File: src/rtl/pll_mnp_divider_search_defines.svh
// Assertion macros for the PLL divider search block.
// No dependencies; included by files that carry assertions.
`ifndef PLL_MNP_DIVIDER_SEARCH_DEFINES_SVH
`define PLL_MNP_DIVIDER_SEARCH_DEFINES_SVH
`ifndef SYNTHESIS
`define PMDS_ASSERT_IMPLY(name, clk, rst, pre, post) \
   name: assert property (@(posedge clk) disable iff (rst) (pre) |-> (post)) \
      else $error("pmds: assertion failed");
`define PMDS_ASSERT_NEXT(name, clk, rst, pre, post) \
   name: assert property (@(posedge clk) disable iff (rst) (pre) |=> (post)) \
      else $error("pmds: assertion failed");
`else
`define PMDS_ASSERT_IMPLY(name, clk, rst, pre, post)
`define PMDS_ASSERT_NEXT(name, clk, rst, pre, post)
`endif
`endif

File: src/rtl/pmds_pkg.sv
// Package for the PLL divider search: widths, constants, reciprocal table
// and the microcode program. No dependencies.
package pmds_pkg;

   localparam int TGT_W   = 20;
   localparam int N_W     = 7;
   localparam int M_W     = 3;
   localparam int P_W     = 3;
   localparam int BAND_W  = 2;
   localparam int FREQ_W  = 21;
   localparam int ERR_W   = 21;
   localparam int REF_W   = 15;
   localparam int PROD_W  = 22;
   localparam int RECIP_W = 25;
   localparam int RECIP_SHIFT = 25;
   localparam int MUL_W   = PROD_W + RECIP_W;
   localparam int FVCO_W  = 23;
   localparam int VMAX_W  = 19;
   localparam int PIDX_W  = 2;
   localparam int CSR_AW  = 3;
   localparam int CSR_DW  = 32;

   localparam logic [REF_W-1:0]  REF_A_KHZ = 15'd14318;
   localparam logic [REF_W-1:0]  REF_B_KHZ = 15'd27000;
   localparam logic [ERR_W-1:0]  ERR_LIMIT = 21'd250000;
   localparam logic [FVCO_W-1:0] VCO_FLOOR = 23'd50000;
   localparam logic [FVCO_W-1:0] BAND_T1   = 23'd100000;
   localparam logic [FVCO_W-1:0] BAND_T2   = 23'd140000;
   localparam logic [FVCO_W-1:0] BAND_T3   = 23'd180000;
   localparam logic [VMAX_W-1:0] VCO_OFS   = 19'd100;
   localparam logic [VMAX_W-1:0] VCO_SCALE = 19'd1000;

   localparam logic [N_W-1:0]    N_MIN = 7'd7;
   localparam logic [M_W-1:0]    M_MIN = 3'd1;
   localparam logic [M_W-1:0]    M_MAX = 3'd6;
   localparam logic [PIDX_W-1:0] PIDX_LAST = 2'd3;

   // register indexes
   localparam logic [CSR_AW-3:0] REG_REF_SELECT = 1'd0;
   localparam logic [CSR_AW-3:0] REG_VCO_MAX    = 1'd1;
   localparam logic              REF_SEL_RST    = 1'b1;
   localparam logic [7:0]        VCO_MAX_RST    = 8'd130;

   // microcode
   localparam int STEP_W = 3;
   localparam int OP_W   = 3;
   localparam int COND_W = 3;

   localparam logic [STEP_W-1:0] STEP_IDLE  = 3'd0;
   localparam logic [STEP_W-1:0] STEP_POST  = 3'd1;
   localparam logic [STEP_W-1:0] STEP_ISSUE = 3'd2;
   localparam logic [STEP_W-1:0] STEP_NEXT  = 3'd3;
   localparam logic [STEP_W-1:0] STEP_DRAIN = 3'd4;
   localparam logic [STEP_W-1:0] STEP_EMIT  = 3'd5;

   localparam logic [OP_W-1:0] OP_NOP    = 3'd0;
   localparam logic [OP_W-1:0] OP_ACCEPT = 3'd1;
   localparam logic [OP_W-1:0] OP_POST   = 3'd2;
   localparam logic [OP_W-1:0] OP_ISSUE  = 3'd3;
   localparam logic [OP_W-1:0] OP_NEXT   = 3'd4;
   localparam logic [OP_W-1:0] OP_EMIT   = 3'd5;

   localparam logic [COND_W-1:0] C_NEVER     = 3'd0;
   localparam logic [COND_W-1:0] C_REQ       = 3'd1;
   localparam logic [COND_W-1:0] C_SKIP      = 3'd2;
   localparam logic [COND_W-1:0] C_LAST      = 3'd3;
   localparam logic [COND_W-1:0] C_MORE_POST = 3'd4;
   localparam logic [COND_W-1:0] C_EMPTY     = 3'd5;
   localparam logic [COND_W-1:0] C_OUT_FREE  = 3'd6;
   localparam logic [COND_W-1:0] C_ALWAYS    = 3'd7;

   typedef struct packed {
      logic [OP_W-1:0]   op;
      logic [COND_W-1:0] cond;
      logic              hold;    // stay on this step while cond is false
      logic [STEP_W-1:0] target;  // jump target when cond is true
   } ucode_type;

   function automatic ucode_type ucode_rom(input logic [STEP_W-1:0] pc);
      ucode_type w;
      case (pc)
         STEP_IDLE: begin
            w = '{op: OP_ACCEPT, cond: C_REQ, hold: 1'b1, target: STEP_POST};
         end
         STEP_POST: begin
            w = '{op: OP_POST, cond: C_SKIP, hold: 1'b0, target: STEP_NEXT};
         end
         STEP_ISSUE: begin
            w = '{op: OP_ISSUE, cond: C_LAST, hold: 1'b1, target: STEP_NEXT};
         end
         STEP_NEXT: begin
            w = '{op: OP_NEXT, cond: C_MORE_POST, hold: 1'b0, target: STEP_POST};
         end
         STEP_DRAIN: begin
            w = '{op: OP_NOP, cond: C_EMPTY, hold: 1'b1, target: STEP_EMIT};
         end
         STEP_EMIT: begin
            w = '{op: OP_EMIT, cond: C_OUT_FREE, hold: 1'b1, target: STEP_IDLE};
         end
         default: begin
            w = '{op: OP_NOP, cond: C_ALWAYS, hold: 1'b0, target: STEP_IDLE};
         end
      endcase
      return w;
   endfunction

   // ceil(2^RECIP_SHIFT / (m+1)): exact floor division for 22-bit dividends
   function automatic logic [RECIP_W-1:0] recip(input logic [M_W-1:0] m);
      logic [RECIP_W-1:0] r;
      case (m)
         3'd1:    r = 25'd16777216;
         3'd2:    r = 25'd11184811;
         3'd3:    r = 25'd8388608;
         3'd4:    r = 25'd6710887;
         3'd5:    r = 25'd5592406;
         3'd6:    r = 25'd4793491;
         default: r = '0;
      endcase
      return r;
   endfunction

endpackage

File: src/rtl/pmds_req_if.sv
// Request channel of the PLL divider search: target frequency.
// Depends on pmds_pkg.
interface pmds_req_if;
   logic                        valid;
   logic                        ready;
   logic [pmds_pkg::TGT_W-1:0]  target_khz;

   modport source (output valid, output target_khz, input ready);
   modport sink (input valid, input target_khz, output ready);
endinterface

File: src/rtl/pmds_rsp_if.sv
// Response channel of the PLL divider search: chosen settings.
// Depends on pmds_pkg.
interface pmds_rsp_if;
   logic                         valid;
   logic                         ready;
   logic [pmds_pkg::N_W-1:0]     mult_n;
   logic [pmds_pkg::M_W-1:0]     div_m;
   logic [pmds_pkg::P_W-1:0]     post_p;
   logic [pmds_pkg::BAND_W-1:0]  vco_band;
   logic [pmds_pkg::FREQ_W-1:0]  actual_khz;
   logic                         found;

   modport source (output valid, output mult_n, output div_m, output post_p,
                   output vco_band, output actual_khz, output found, input ready);
   modport sink (input valid, input mult_n, input div_m, input post_p,
                 input vco_band, input actual_khz, input found, output ready);
endinterface

File: src/rtl/pll_mnp_divider_search.sv
// PLL M/N/P divider search, top level.
// Depends on pmds_pkg, pmds_req_if, pmds_rsp_if and the defines header.
//
// Usage: a request on req_chan carries a target frequency in kHz. The block
// walks post dividers 1, 2, 4, 8 and for each allowed one tries every N from
// N_TOP down to 7 and M from 1 to 6, one candidate per cycle, keeping the
// first candidate with the smallest error below 250000 kHz. One response on
// rsp_chan follows each request: N, M, P, VCO band, actual frequency, found.
// The next request is taken the cycle after the response loads. The candidate
// loop is set by the single shared reciprocal multiplier, which takes one
// candidate per cycle through a three-stage pipe.
// The response sits in an output register; a new request is taken while it
// waits, but the search result is only loaded once the old response has
// been taken, so a stalled receiver holds the block at its last step.
// The user writes ref_select and vco_max_code over the csr_ APB port, only
// while idle; the block does not enforce it. Reset (synchronous) returns to
// idle, drops the response and restores ref_select=1, vco_max_code=130.
module pll_mnp_divider_search #(
   parameter int N_TOP = 127
) (
   input  logic                          clock,
   input  logic                          reset,
   pmds_req_if.sink                      req_chan,
   pmds_rsp_if.source                    rsp_chan,
   input  logic                          csr_psel,
   input  logic                          csr_penable,
   input  logic                          csr_pwrite,
   input  logic [pmds_pkg::CSR_AW-1:0]   csr_paddr,
   input  logic [pmds_pkg::CSR_DW-1:0]   csr_pwdata,
   output logic [pmds_pkg::CSR_DW-1:0]   csr_prdata,
   output logic                          csr_pready
);
   import pmds_pkg::*;
`include "pll_mnp_divider_search_defines.svh"

   localparam logic [7:0] NTOP_P1 = 8'(N_TOP + 1);

   ucode_type             uc;
   logic                  cond_true, req_fire, out_free, post_skip, last_cand;
   logic                  csr_wr;
   logic [CSR_AW-3:0]     csr_idx;
   logic [REF_W-1:0]      ref_khz;
   logic [FVCO_W-1:0]     fvco;
   logic [VMAX_W-1:0]     vmax;
   logic [BAND_W-1:0]     band;
   logic [MUL_W-1:0]      mul_full;
   logic [FREQ_W-1:0]     cand_f;
   logic [ERR_W-1:0]      cand_d;

   logic [STEP_W-1:0]  pc_ff, pc_in;
   logic [TGT_W-1:0]   tgt_ff, tgt_in;
   logic [PIDX_W-1:0]  pidx_ff, pidx_in;
   logic [BAND_W-1:0]  band_ff, band_in;
   logic [N_W-1:0]     n_ff, n_in;
   logic [M_W-1:0]     m_ff, m_in;
   logic [PROD_W-1:0]  prod_ff, prod_in;

   logic               a_valid_ff, a_valid_in;
   logic [PROD_W-1:0]  a_prod_ff, a_prod_in;
   logic [N_W-1:0]     a_n_ff, a_n_in;
   logic [M_W-1:0]     a_m_ff, a_m_in;
   logic [PIDX_W-1:0]  a_pidx_ff, a_pidx_in;
   logic [BAND_W-1:0]  a_band_ff, a_band_in;

   logic               b_valid_ff, b_valid_in;
   logic [PROD_W-1:0]  b_q_ff, b_q_in;
   logic [N_W-1:0]     b_n_ff, b_n_in;
   logic [M_W-1:0]     b_m_ff, b_m_in;
   logic [PIDX_W-1:0]  b_pidx_ff, b_pidx_in;
   logic [BAND_W-1:0]  b_band_ff, b_band_in;

   logic [ERR_W-1:0]   best_err_ff, best_err_in;
   logic [N_W-1:0]     best_n_ff, best_n_in;
   logic [M_W-1:0]     best_m_ff, best_m_in;
   logic [P_W-1:0]     best_p_ff, best_p_in;
   logic [BAND_W-1:0]  best_band_ff, best_band_in;
   logic [FREQ_W-1:0]  best_act_ff, best_act_in;
   logic               hit_ff, hit_in;

   logic               rsp_valid_ff, rsp_valid_in;
   logic [N_W-1:0]     rsp_n_ff, rsp_n_in;
   logic [M_W-1:0]     rsp_m_ff, rsp_m_in;
   logic [P_W-1:0]     rsp_p_ff, rsp_p_in;
   logic [BAND_W-1:0]  rsp_band_ff, rsp_band_in;
   logic [FREQ_W-1:0]  rsp_act_ff, rsp_act_in;
   logic               rsp_found_ff, rsp_found_in;

   logic               ref_sel_ff, ref_sel_in;
   logic [7:0]         vco_ff, vco_in;

   assign uc        = ucode_rom(pc_ff);
   assign req_fire  = req_chan.valid && req_chan.ready;
   assign out_free  = !rsp_valid_ff || rsp_chan.ready;
   assign last_cand = (n_ff == N_MIN) && (m_ff == M_MAX);
   assign ref_khz   = ref_sel_ff ? REF_A_KHZ : REF_B_KHZ;
   assign fvco      = FVCO_W'(tgt_ff) << pidx_ff;
   assign vmax      = (VMAX_W'(vco_ff) + VCO_OFS) * VCO_SCALE;
   assign post_skip = (fvco < VCO_FLOOR) ||
                      ((pidx_ff != '0) && (fvco > FVCO_W'(vmax)));
   assign band      = BAND_W'(fvco > BAND_T1) + BAND_W'(fvco > BAND_T2)
                    + BAND_W'(fvco > BAND_T3);
   assign mul_full  = MUL_W'(a_prod_ff) * MUL_W'(recip(a_m_ff));
   assign cand_f    = FREQ_W'(b_q_ff >> b_pidx_ff);
   assign cand_d    = (cand_f >= FREQ_W'(tgt_ff)) ? cand_f - FREQ_W'(tgt_ff)
                                                   : FREQ_W'(tgt_ff) - cand_f;

   assign req_chan.ready = (uc.op == OP_ACCEPT);

   assign csr_pready = 1'b1;
   assign csr_idx    = csr_paddr[CSR_AW-1:2];
   assign csr_wr     = csr_psel && csr_penable && csr_pwrite && csr_pready;

   always_comb begin
      case (csr_idx)
         REG_REF_SELECT: csr_prdata = CSR_DW'(ref_sel_ff);
         REG_VCO_MAX:    csr_prdata = CSR_DW'(vco_ff);
         default:        csr_prdata = '0;
      endcase
   end

   always_comb begin
      case (uc.cond)
         C_REQ:       cond_true = req_fire;
         C_SKIP:      cond_true = post_skip;
         C_LAST:      cond_true = last_cand;
         C_MORE_POST: cond_true = (pidx_ff != PIDX_LAST);
         C_EMPTY:     cond_true = !a_valid_ff && !b_valid_ff;
         C_OUT_FREE:  cond_true = out_free;
         C_ALWAYS:    cond_true = 1'b1;
         default:     cond_true = 1'b0;
      endcase
   end

   always_comb begin
      pc_in   = cond_true ? uc.target : (uc.hold ? pc_ff : pc_ff + 1'b1);
      tgt_in  = tgt_ff;
      pidx_in = pidx_ff;
      band_in = band_ff;
      n_in    = n_ff;
      m_in    = m_ff;
      prod_in = prod_ff;

      a_valid_in = 1'b0;
      a_prod_in  = prod_ff;
      a_n_in     = n_ff;
      a_m_in     = m_ff;
      a_pidx_in  = pidx_ff;
      a_band_in  = band_ff;

      b_valid_in = a_valid_ff;
      b_q_in     = mul_full[RECIP_SHIFT +: PROD_W];
      b_n_in     = a_n_ff;
      b_m_in     = a_m_ff;
      b_pidx_in  = a_pidx_ff;
      b_band_in  = a_band_ff;

      best_err_in  = best_err_ff;
      best_n_in    = best_n_ff;
      best_m_in    = best_m_ff;
      best_p_in    = best_p_ff;
      best_band_in = best_band_ff;
      best_act_in  = best_act_ff;
      hit_in       = hit_ff;

      rsp_valid_in = rsp_valid_ff && !rsp_chan.ready;
      rsp_n_in     = rsp_n_ff;
      rsp_m_in     = rsp_m_ff;
      rsp_p_in     = rsp_p_ff;
      rsp_band_in  = rsp_band_ff;
      rsp_act_in   = rsp_act_ff;
      rsp_found_in = rsp_found_ff;

      ref_sel_in = ref_sel_ff;
      vco_in     = vco_ff;

      if (b_valid_ff && (cand_d < best_err_ff)) begin
         best_err_in  = cand_d;
         best_n_in    = b_n_ff;
         best_m_in    = b_m_ff;
         best_p_in    = P_W'((4'd1 << b_pidx_ff) - 4'd1);
         best_band_in = b_band_ff;
         best_act_in  = cand_f;
         hit_in       = 1'b1;
      end

      case (uc.op)
         OP_ACCEPT: begin
            if (req_fire) begin
               tgt_in       = req_chan.target_khz;
               pidx_in      = '0;
               best_err_in  = ERR_LIMIT;
               best_n_in    = '0;
               best_m_in    = '0;
               best_p_in    = '0;
               best_band_in = '0;
               best_act_in  = '0;
               hit_in       = 1'b0;
            end
         end
         OP_POST: begin
            band_in = band;
            n_in    = N_W'(N_TOP);
            m_in    = M_MIN;
            prod_in = PROD_W'(ref_khz) * PROD_W'(NTOP_P1);
         end
         OP_ISSUE: begin
            a_valid_in = 1'b1;
            if (m_ff == M_MAX) begin
               m_in    = M_MIN;
               n_in    = n_ff - 1'b1;
               prod_in = prod_ff - PROD_W'(ref_khz);
            end else begin
               m_in = m_ff + 1'b1;
            end
         end
         OP_NEXT: begin
            pidx_in = pidx_ff + 1'b1;
         end
         OP_EMIT: begin
            if (out_free) begin
               rsp_valid_in = 1'b1;
               rsp_n_in     = best_n_ff;
               rsp_m_in     = best_m_ff;
               rsp_p_in     = best_p_ff;
               rsp_band_in  = best_band_ff;
               rsp_act_in   = best_act_ff;
               rsp_found_in = hit_ff;
            end
         end
         default: begin
         end
      endcase

      if (csr_wr) begin
         case (csr_idx)
            REG_REF_SELECT: ref_sel_in = csr_pwdata[0];
            REG_VCO_MAX:    vco_in     = csr_pwdata[7:0];
            default: begin
            end
         endcase
      end
   end

   always_ff @(posedge clock) begin
      if (reset) begin
         pc_ff        <= STEP_IDLE;
         a_valid_ff   <= 1'b0;
         b_valid_ff   <= 1'b0;
         rsp_valid_ff <= 1'b0;
         ref_sel_ff   <= REF_SEL_RST;
         vco_ff       <= VCO_MAX_RST;
      end else begin
         pc_ff        <= pc_in;
         a_valid_ff   <= a_valid_in;
         b_valid_ff   <= b_valid_in;
         rsp_valid_ff <= rsp_valid_in;
         ref_sel_ff   <= ref_sel_in;
         vco_ff       <= vco_in;
      end
   end

   always_ff @(posedge clock) begin
      tgt_ff       <= tgt_in;
      pidx_ff      <= pidx_in;
      band_ff      <= band_in;
      n_ff         <= n_in;
      m_ff         <= m_in;
      prod_ff      <= prod_in;
      a_prod_ff    <= a_prod_in;
      a_n_ff       <= a_n_in;
      a_m_ff       <= a_m_in;
      a_pidx_ff    <= a_pidx_in;
      a_band_ff    <= a_band_in;
      b_q_ff       <= b_q_in;
      b_n_ff       <= b_n_in;
      b_m_ff       <= b_m_in;
      b_pidx_ff    <= b_pidx_in;
      b_band_ff    <= b_band_in;
      best_err_ff  <= best_err_in;
      best_n_ff    <= best_n_in;
      best_m_ff    <= best_m_in;
      best_p_ff    <= best_p_in;
      best_band_ff <= best_band_in;
      best_act_ff  <= best_act_in;
      hit_ff       <= hit_in;
      rsp_n_ff     <= rsp_n_in;
      rsp_m_ff     <= rsp_m_in;
      rsp_p_ff     <= rsp_p_in;
      rsp_band_ff  <= rsp_band_in;
      rsp_act_ff   <= rsp_act_in;
      rsp_found_ff <= rsp_found_in;
   end

   assign rsp_chan.valid      = rsp_valid_ff;
   assign rsp_chan.mult_n     = rsp_n_ff;
   assign rsp_chan.div_m      = rsp_m_ff;
   assign rsp_chan.post_p     = rsp_p_ff;
   assign rsp_chan.vco_band   = rsp_band_ff;
   assign rsp_chan.actual_khz = rsp_act_ff;
   assign rsp_chan.found      = rsp_found_ff;

   `PMDS_ASSERT_IMPLY(a_issue_step, clock, reset, a_valid_ff,
      $past(pc_ff) == STEP_ISSUE)
   `PMDS_ASSERT_IMPLY(a_req_empty, clock, reset, req_fire, !a_valid_ff && !b_valid_ff)
   `PMDS_ASSERT_IMPLY(a_found_fields, clock, reset, rsp_valid_ff && rsp_found_ff,
      rsp_n_ff >= N_MIN && rsp_m_ff >= M_MIN && rsp_m_ff <= M_MAX)
   `PMDS_ASSERT_NEXT(a_emit_load, clock, reset, pc_ff == STEP_EMIT && out_free,
      rsp_valid_ff && pc_ff == STEP_IDLE)

endmodule

File: src/flat_wrapper.sv
// flat-port wrapper written by rule: the top's interface ports become plain ports
module pll_mnp_divider_search_flat import pmds_pkg::*;
#(
   parameter int N_TOP = 127
)
  (clock, reset, csr_psel, csr_penable, csr_pwrite, csr_paddr, csr_pwdata, csr_prdata, csr_pready, req_chan_valid, req_chan_target_khz, req_chan_ready, rsp_chan_valid, rsp_chan_mult_n, rsp_chan_div_m, rsp_chan_post_p, rsp_chan_vco_band, rsp_chan_actual_khz, rsp_chan_found, rsp_chan_ready);
  pmds_req_if req_chan_i ();
  pmds_rsp_if rsp_chan_i ();
  input  logic clock;
  input  logic reset;
  input  logic csr_psel;
  input  logic csr_penable;
  input  logic csr_pwrite;
  input  logic [pmds_pkg::CSR_AW-1:0] csr_paddr;
  input  logic [pmds_pkg::CSR_DW-1:0] csr_pwdata;
  output logic [pmds_pkg::CSR_DW-1:0] csr_prdata;
  output logic csr_pready;
  input wire logic [$bits(req_chan_i.valid)-1:0] req_chan_valid;
  input wire logic [$bits(req_chan_i.target_khz)-1:0] req_chan_target_khz;
  output wire logic [$bits(req_chan_i.ready)-1:0] req_chan_ready;
  output wire logic [$bits(rsp_chan_i.valid)-1:0] rsp_chan_valid;
  output wire logic [$bits(rsp_chan_i.mult_n)-1:0] rsp_chan_mult_n;
  output wire logic [$bits(rsp_chan_i.div_m)-1:0] rsp_chan_div_m;
  output wire logic [$bits(rsp_chan_i.post_p)-1:0] rsp_chan_post_p;
  output wire logic [$bits(rsp_chan_i.vco_band)-1:0] rsp_chan_vco_band;
  output wire logic [$bits(rsp_chan_i.actual_khz)-1:0] rsp_chan_actual_khz;
  output wire logic [$bits(rsp_chan_i.found)-1:0] rsp_chan_found;
  input wire logic [$bits(rsp_chan_i.ready)-1:0] rsp_chan_ready;
  assign req_chan_i.valid = req_chan_valid;
  assign req_chan_i.target_khz = req_chan_target_khz;
  assign req_chan_ready = req_chan_i.ready;
  assign rsp_chan_valid = rsp_chan_i.valid;
  assign rsp_chan_mult_n = rsp_chan_i.mult_n;
  assign rsp_chan_div_m = rsp_chan_i.div_m;
  assign rsp_chan_post_p = rsp_chan_i.post_p;
  assign rsp_chan_vco_band = rsp_chan_i.vco_band;
  assign rsp_chan_actual_khz = rsp_chan_i.actual_khz;
  assign rsp_chan_found = rsp_chan_i.found;
  assign rsp_chan_i.ready = rsp_chan_ready;
  pll_mnp_divider_search #(.N_TOP(N_TOP)) u_core (.clock(clock), .reset(reset), .req_chan(req_chan_i), .rsp_chan(rsp_chan_i), .csr_psel(csr_psel), .csr_penable(csr_penable), .csr_pwrite(csr_pwrite), .csr_paddr(csr_paddr), .csr_pwdata(csr_pwdata), .csr_prdata(csr_prdata), .csr_pready(csr_pready));
endmodule
File: config.mk
export PLATFORM = sky130hd
export DESIGN_NAME = pll_mnp_divider_search_flat
export DESIGN_NICKNAME = d
export VERILOG_FILES = /design/src/rtl/pmds_pkg.sv /design/src/rtl/pmds_req_if.sv /design/src/rtl/pmds_rsp_if.sv /design/src/rtl/pll_mnp_divider_search.sv /design/src/flat_wrapper.sv
export VERILOG_INCLUDE_DIRS = /design/src /design/src/rtl
export SDC_FILE = /design/constraint.sdc
export NUM_CORES = 1
export LEC_CHECK = 0
export BUFFER_PORTS_ARGS = -buffer_cell sky130_fd_sc_hd__clkbuf_2
export CORE_UTILIZATION = 52
export DETAILED_ROUTE_END_ITERATION = 8
export GPL_TIMING_DRIVEN = 0
export PLACE_DENSITY = 0.69
export SYNTH_ARGS = -nofsm -noshare
export SYNTH_HDL_FRONTEND = slang
export SYNTH_SLANG_ARGS = --single-unit
File: constraint.sdc
create_clock -name clock -period 6.7 [get_ports clock]
set_input_delay 1.005 -clock clock [delete_from_list [all_inputs] [get_ports clock]]
set_output_delay 1.005 -clock clock [all_outputs]
set_load 0.005 [all_outputs]
==> flow_summary_export.csv <==
group,metric,value,unit
synth,async_flop_share,0,%
synth,ys_ff_latch,236,
finish,seq_area,0.005663,sq mm
global_routing,track_usage,31.03,%
routing,via_per_inst,5.505,
floorplanning,die-area,0.05425,sq mm
finish,mostFrequentLayoutCells,"inv_1 (609), fa_1 (363), ha_1 (289)",
placed_design,io_buffers,81,
global_routing,grt_pass1_wl,125500,microns
clock_network,clkTransAtPathRegs,0.06,ns
routing,drtIter0Drc,1434,
status,status,"complete, but fails checks",
synth,ys_types,82,
timing,fin_crit_sh,108.4,%
floorplanning,io_pins,134,
routing,num_vias,20800,
placed_design,place_inst,3653,
synth,postSynthAreaPerCell,9.696,sq um
routing,wirelength,82910,microns
routing,ant_nets,0,
placed_design,place_congestion,0.9815,
critical_path,crit_path_end_kind,"register",
synth,syn_area,0.02773,sq mm
floorplanning,die_w,232.9,microns
synth,synthCells,2860,
floorplanning,die_h,232.9,microns
critical_path,cp.arrival,7.72,ns
timing,setup_viol,21,
clock_network,cts_tree,"done",
run,drv_cap,0,
timing,slew_headroom,9.946,%
clock_network,clk_latency,0.58,ns
finish,final_nets,3837,
finish,insertedDiodeCount,0,
finish,final_layout_size_suffix_gt1_share,17.15,%
global_routing,grt_pass1_vias,21720,
floorplanning,core_area,0.05266,sq mm
timing,rsz0062_at_grt,"true",
global_routing,antenna_found_initial,1,
status,violations,"setup timing",
clock_network,cts-root-buf,"clkbuf_16",
routing,first_pass_iters,5,
routing,drc_errors,0,
critical_path,start_kind,"register",
floorplanning,fp-row-count,84,
global_routing,grt_max_degree,30,
critical_path,crit_type,"reg2reg",
critical_path,path_max_fanout,6,
finish,final_util,60.70,%
clock_network,h-tree-depth,1,
timing,setup_ws,-0.5634,ns
synth,synth_ff_type,"dfxtp_1",
placed_design,hpwl,68150,microns
finish,layout.cells.non_filler,3779,
timing,finalSetupTns,-7.340,ns
synth,synth_edf_count,92,
routing,routedWlPerCell,21.94,microns
critical_path,critPathRequiredTime,7.15,ns
clock_network,cts-buffers-inserted,27,
synth,ys_warn_count,0,
finish,final_common_cell,"inv_1",
timing,tightestPinTransition,1.351,ns
clock_network,cts.sinks,236,
timing,slew_violations,0,
timing,finalClockSkew,0.02510,ns
clock_network,cts.path.max_buffers,3,
timing,max_freq,137.7,MHz
synth,ys_seq_area_share,20.36,%
finish,n_fill_cell,4396,
timing,hold_violations,0,
finish,multi_input_area,0.02004,sq mm
timing,period_needed,7.263,ns
floorplanning,initial_utilization,52.66,%
timing,hold_slack,0.3256,ns
clock_network,postCtsHoldBufs,0,
global_routing,gr-total-overflow,0,
hold_path,hold_path_class,"reg2reg",
finish,area_growth_syn_to_layout,15.26,%
==> through the flow <==
| stage | setup WS, ns | instance area [sq um] |
|---|---|---|
| 6_report | -0.5634 | 31960 |
| 5_1_grt | -0.7353 | 31960 |
| 4_1_cts | -0.4455 | 31580 |
| 3_5_place_dp | -1.344 | 29460 |
| 3_3_place_gp | -1.288 | 29430 |
| 2_1_floorplan | -0.02593 | 28160 |
==> logic make-up (layout without fill, tap and decap cells) <==
kind of cell    count (synthesis)  in the layout  synth area share [%]
compound gates                379            379                 8.744
simple gates                  613            613                 10.50
other cells                     2             25               0.02708
mux                            86             86                 4.192
flops                         236            236                 20.36
xor+xnor                       83             83                 2.621
buf+inv                       756            964                 10.86
fa+ha+maj                     705            705                 42.69
==> registers in the layout, indices dropped and copies added (netlist names), 7 cells and up <==
| name | cells |
|---|---|
| u_core.a_n_ff | 7 |
| u_core.a_n_in | 7 |
| u_core.a_prod_ff | 21 |
| u_core.a_prod_in | 21 |
| u_core.b_n_ff | 7 |
| u_core.b_q_ff | 22 |
| u_core.best_act_ff | 21 |
| u_core.best_err_ff | 21 |
| u_core.best_n_ff | 7 |
| u_core.rsp_chan.actual_khz | 21 |
| u_core.rsp_chan.mult_n | 7 |
| u_core.tgt_ff | 20 |
| u_core.vco_ff | 8 |
==> path summary, 6_finish.rpt <==
kind         cells after the start                        start  slack, ns                           to
max                             27     u_core.a_m_ff[1]$_DFF_P_      -0.56    u_core.b_q_ff[16]$_DFF_P_
min                              0  u_core.a_pidx_ff[1]$_DFF_P_       0.33  u_core.b_pidx_ff[1]$_DFF_P_
max reg2reg                     27     u_core.a_m_ff[1]$_DFF_P_      -0.56    u_core.b_q_ff[16]$_DFF_P_
min reg2reg                      0  u_core.a_pidx_ff[1]$_DFF_P_       0.33  u_core.b_pidx_ff[1]$_DFF_P_
==> critical path: stages, from the launching register on <==
cell       delay [ns]
dfxtp_4          0.40
buf_8            0.14
nor2b_4          0.18
nor2b_4          0.20
clkbuf_16        0.18
buf_12           0.14
buf_12           0.11
nand2_2          0.08
fa_2             0.57
inv_1            0.05
fa_2             0.59
fa_2             0.48
fa_1             0.55
fa_2             0.47
fa_1             0.43
fa_2             0.60
ha_4             0.22
a21oi_2          0.12
nor2b_1          0.06
o21ai_1          0.14
nand2b_1         0.10
or3_4            0.39
o22ai_4          0.22
buf_6            0.16
o211ai_1         0.14
a21oi_2          0.22
o21ai_1          0.10
xor2_1           0.14
==> final cells by class <==
class                      instances  area share [%]
clock inverter                    10          0.3092
clock buffer                      40           2.591
tap                              688           2.693
inverter                         644           7.586
timing repair buffer             161           3.664
sequential                       236           17.72
multi-input combinational       1891           62.70
buffer                           109           2.740
==> per-layer routing <==
layer / vias up / global-route usage [%] / routed length [microns]
met1: 10420 / 40.82 / 34470
met3: 176 / 4.240 / 5461
met5: - / 0 / 13
li1: 9462 / - / -
met2: 745 / 51.77 / 39180
met4: 2 / 12.07 / 3781
==> timing repair <==
item / in CTS / in global routing
gates cloned: 5 / 0
setup buffers: 58 / 17
gates resized for setup: 177 / 71
pin swaps: 80 / 26
setup endpoints to repair: 83 / 78
==> cells in the mapped netlist (7+ instances only) <==
| library cell | number | area [sq um] |
|---|---|---|
| o21bai_1 | 11 | 82.58 |
| dfxtp_1 | 144 | 2883 |
| o21a_1 | 14 | 105.1 |
| mux4_2 | 24 | 540.5 |
| inv_1 | 642 | 2410 |
| buf_2 | 23 | 115.1 |
| nand2_1 | 222 | 833.3 |
| xnor2_1 | 49 | 429.2 |
| o21ai_1 | 14 | 70.07 |
| edfxtp_1 | 92 | 2763 |
| buf_4 | 27 | 202.7 |
| mux2i_1 | 61 | 610.6 |
| nor2_1 | 132 | 495.5 |
| nand4_1 | 13 | 81.33 |
| a31oi_1 | 9 | 56.30 |
| or3_1 | 9 | 56.30 |
| fa_1 | 402 | 8048 |
| o211ai_1 | 13 | 97.59 |
| a211oi_1 | 15 | 112.6 |
| o21ai_0 | 72 | 360.4 |
| and3_1 | 16 | 100.1 |
| nor4_1 | 7 | 43.79 |
| nand3_1 | 37 | 185.2 |
| xor2_1 | 34 | 297.8 |
| nor2b_1 | 22 | 137.6 |
| clkbuf_1 | 49 | 183.9 |
| nor3_1 | 23 | 115.1 |
| a21oi_1 | 121 | 605.6 |
| ha_1 | 303 | 3791 |
| nand2b_1 | 17 | 106.4 |
| a21o_1 | 41 | 307.8 |
| and2_1 | 95 | 594.3 |
Power is not shown: default switching activity piles up to over one toggle a cycle in this logic, so the estimate is an artifact.
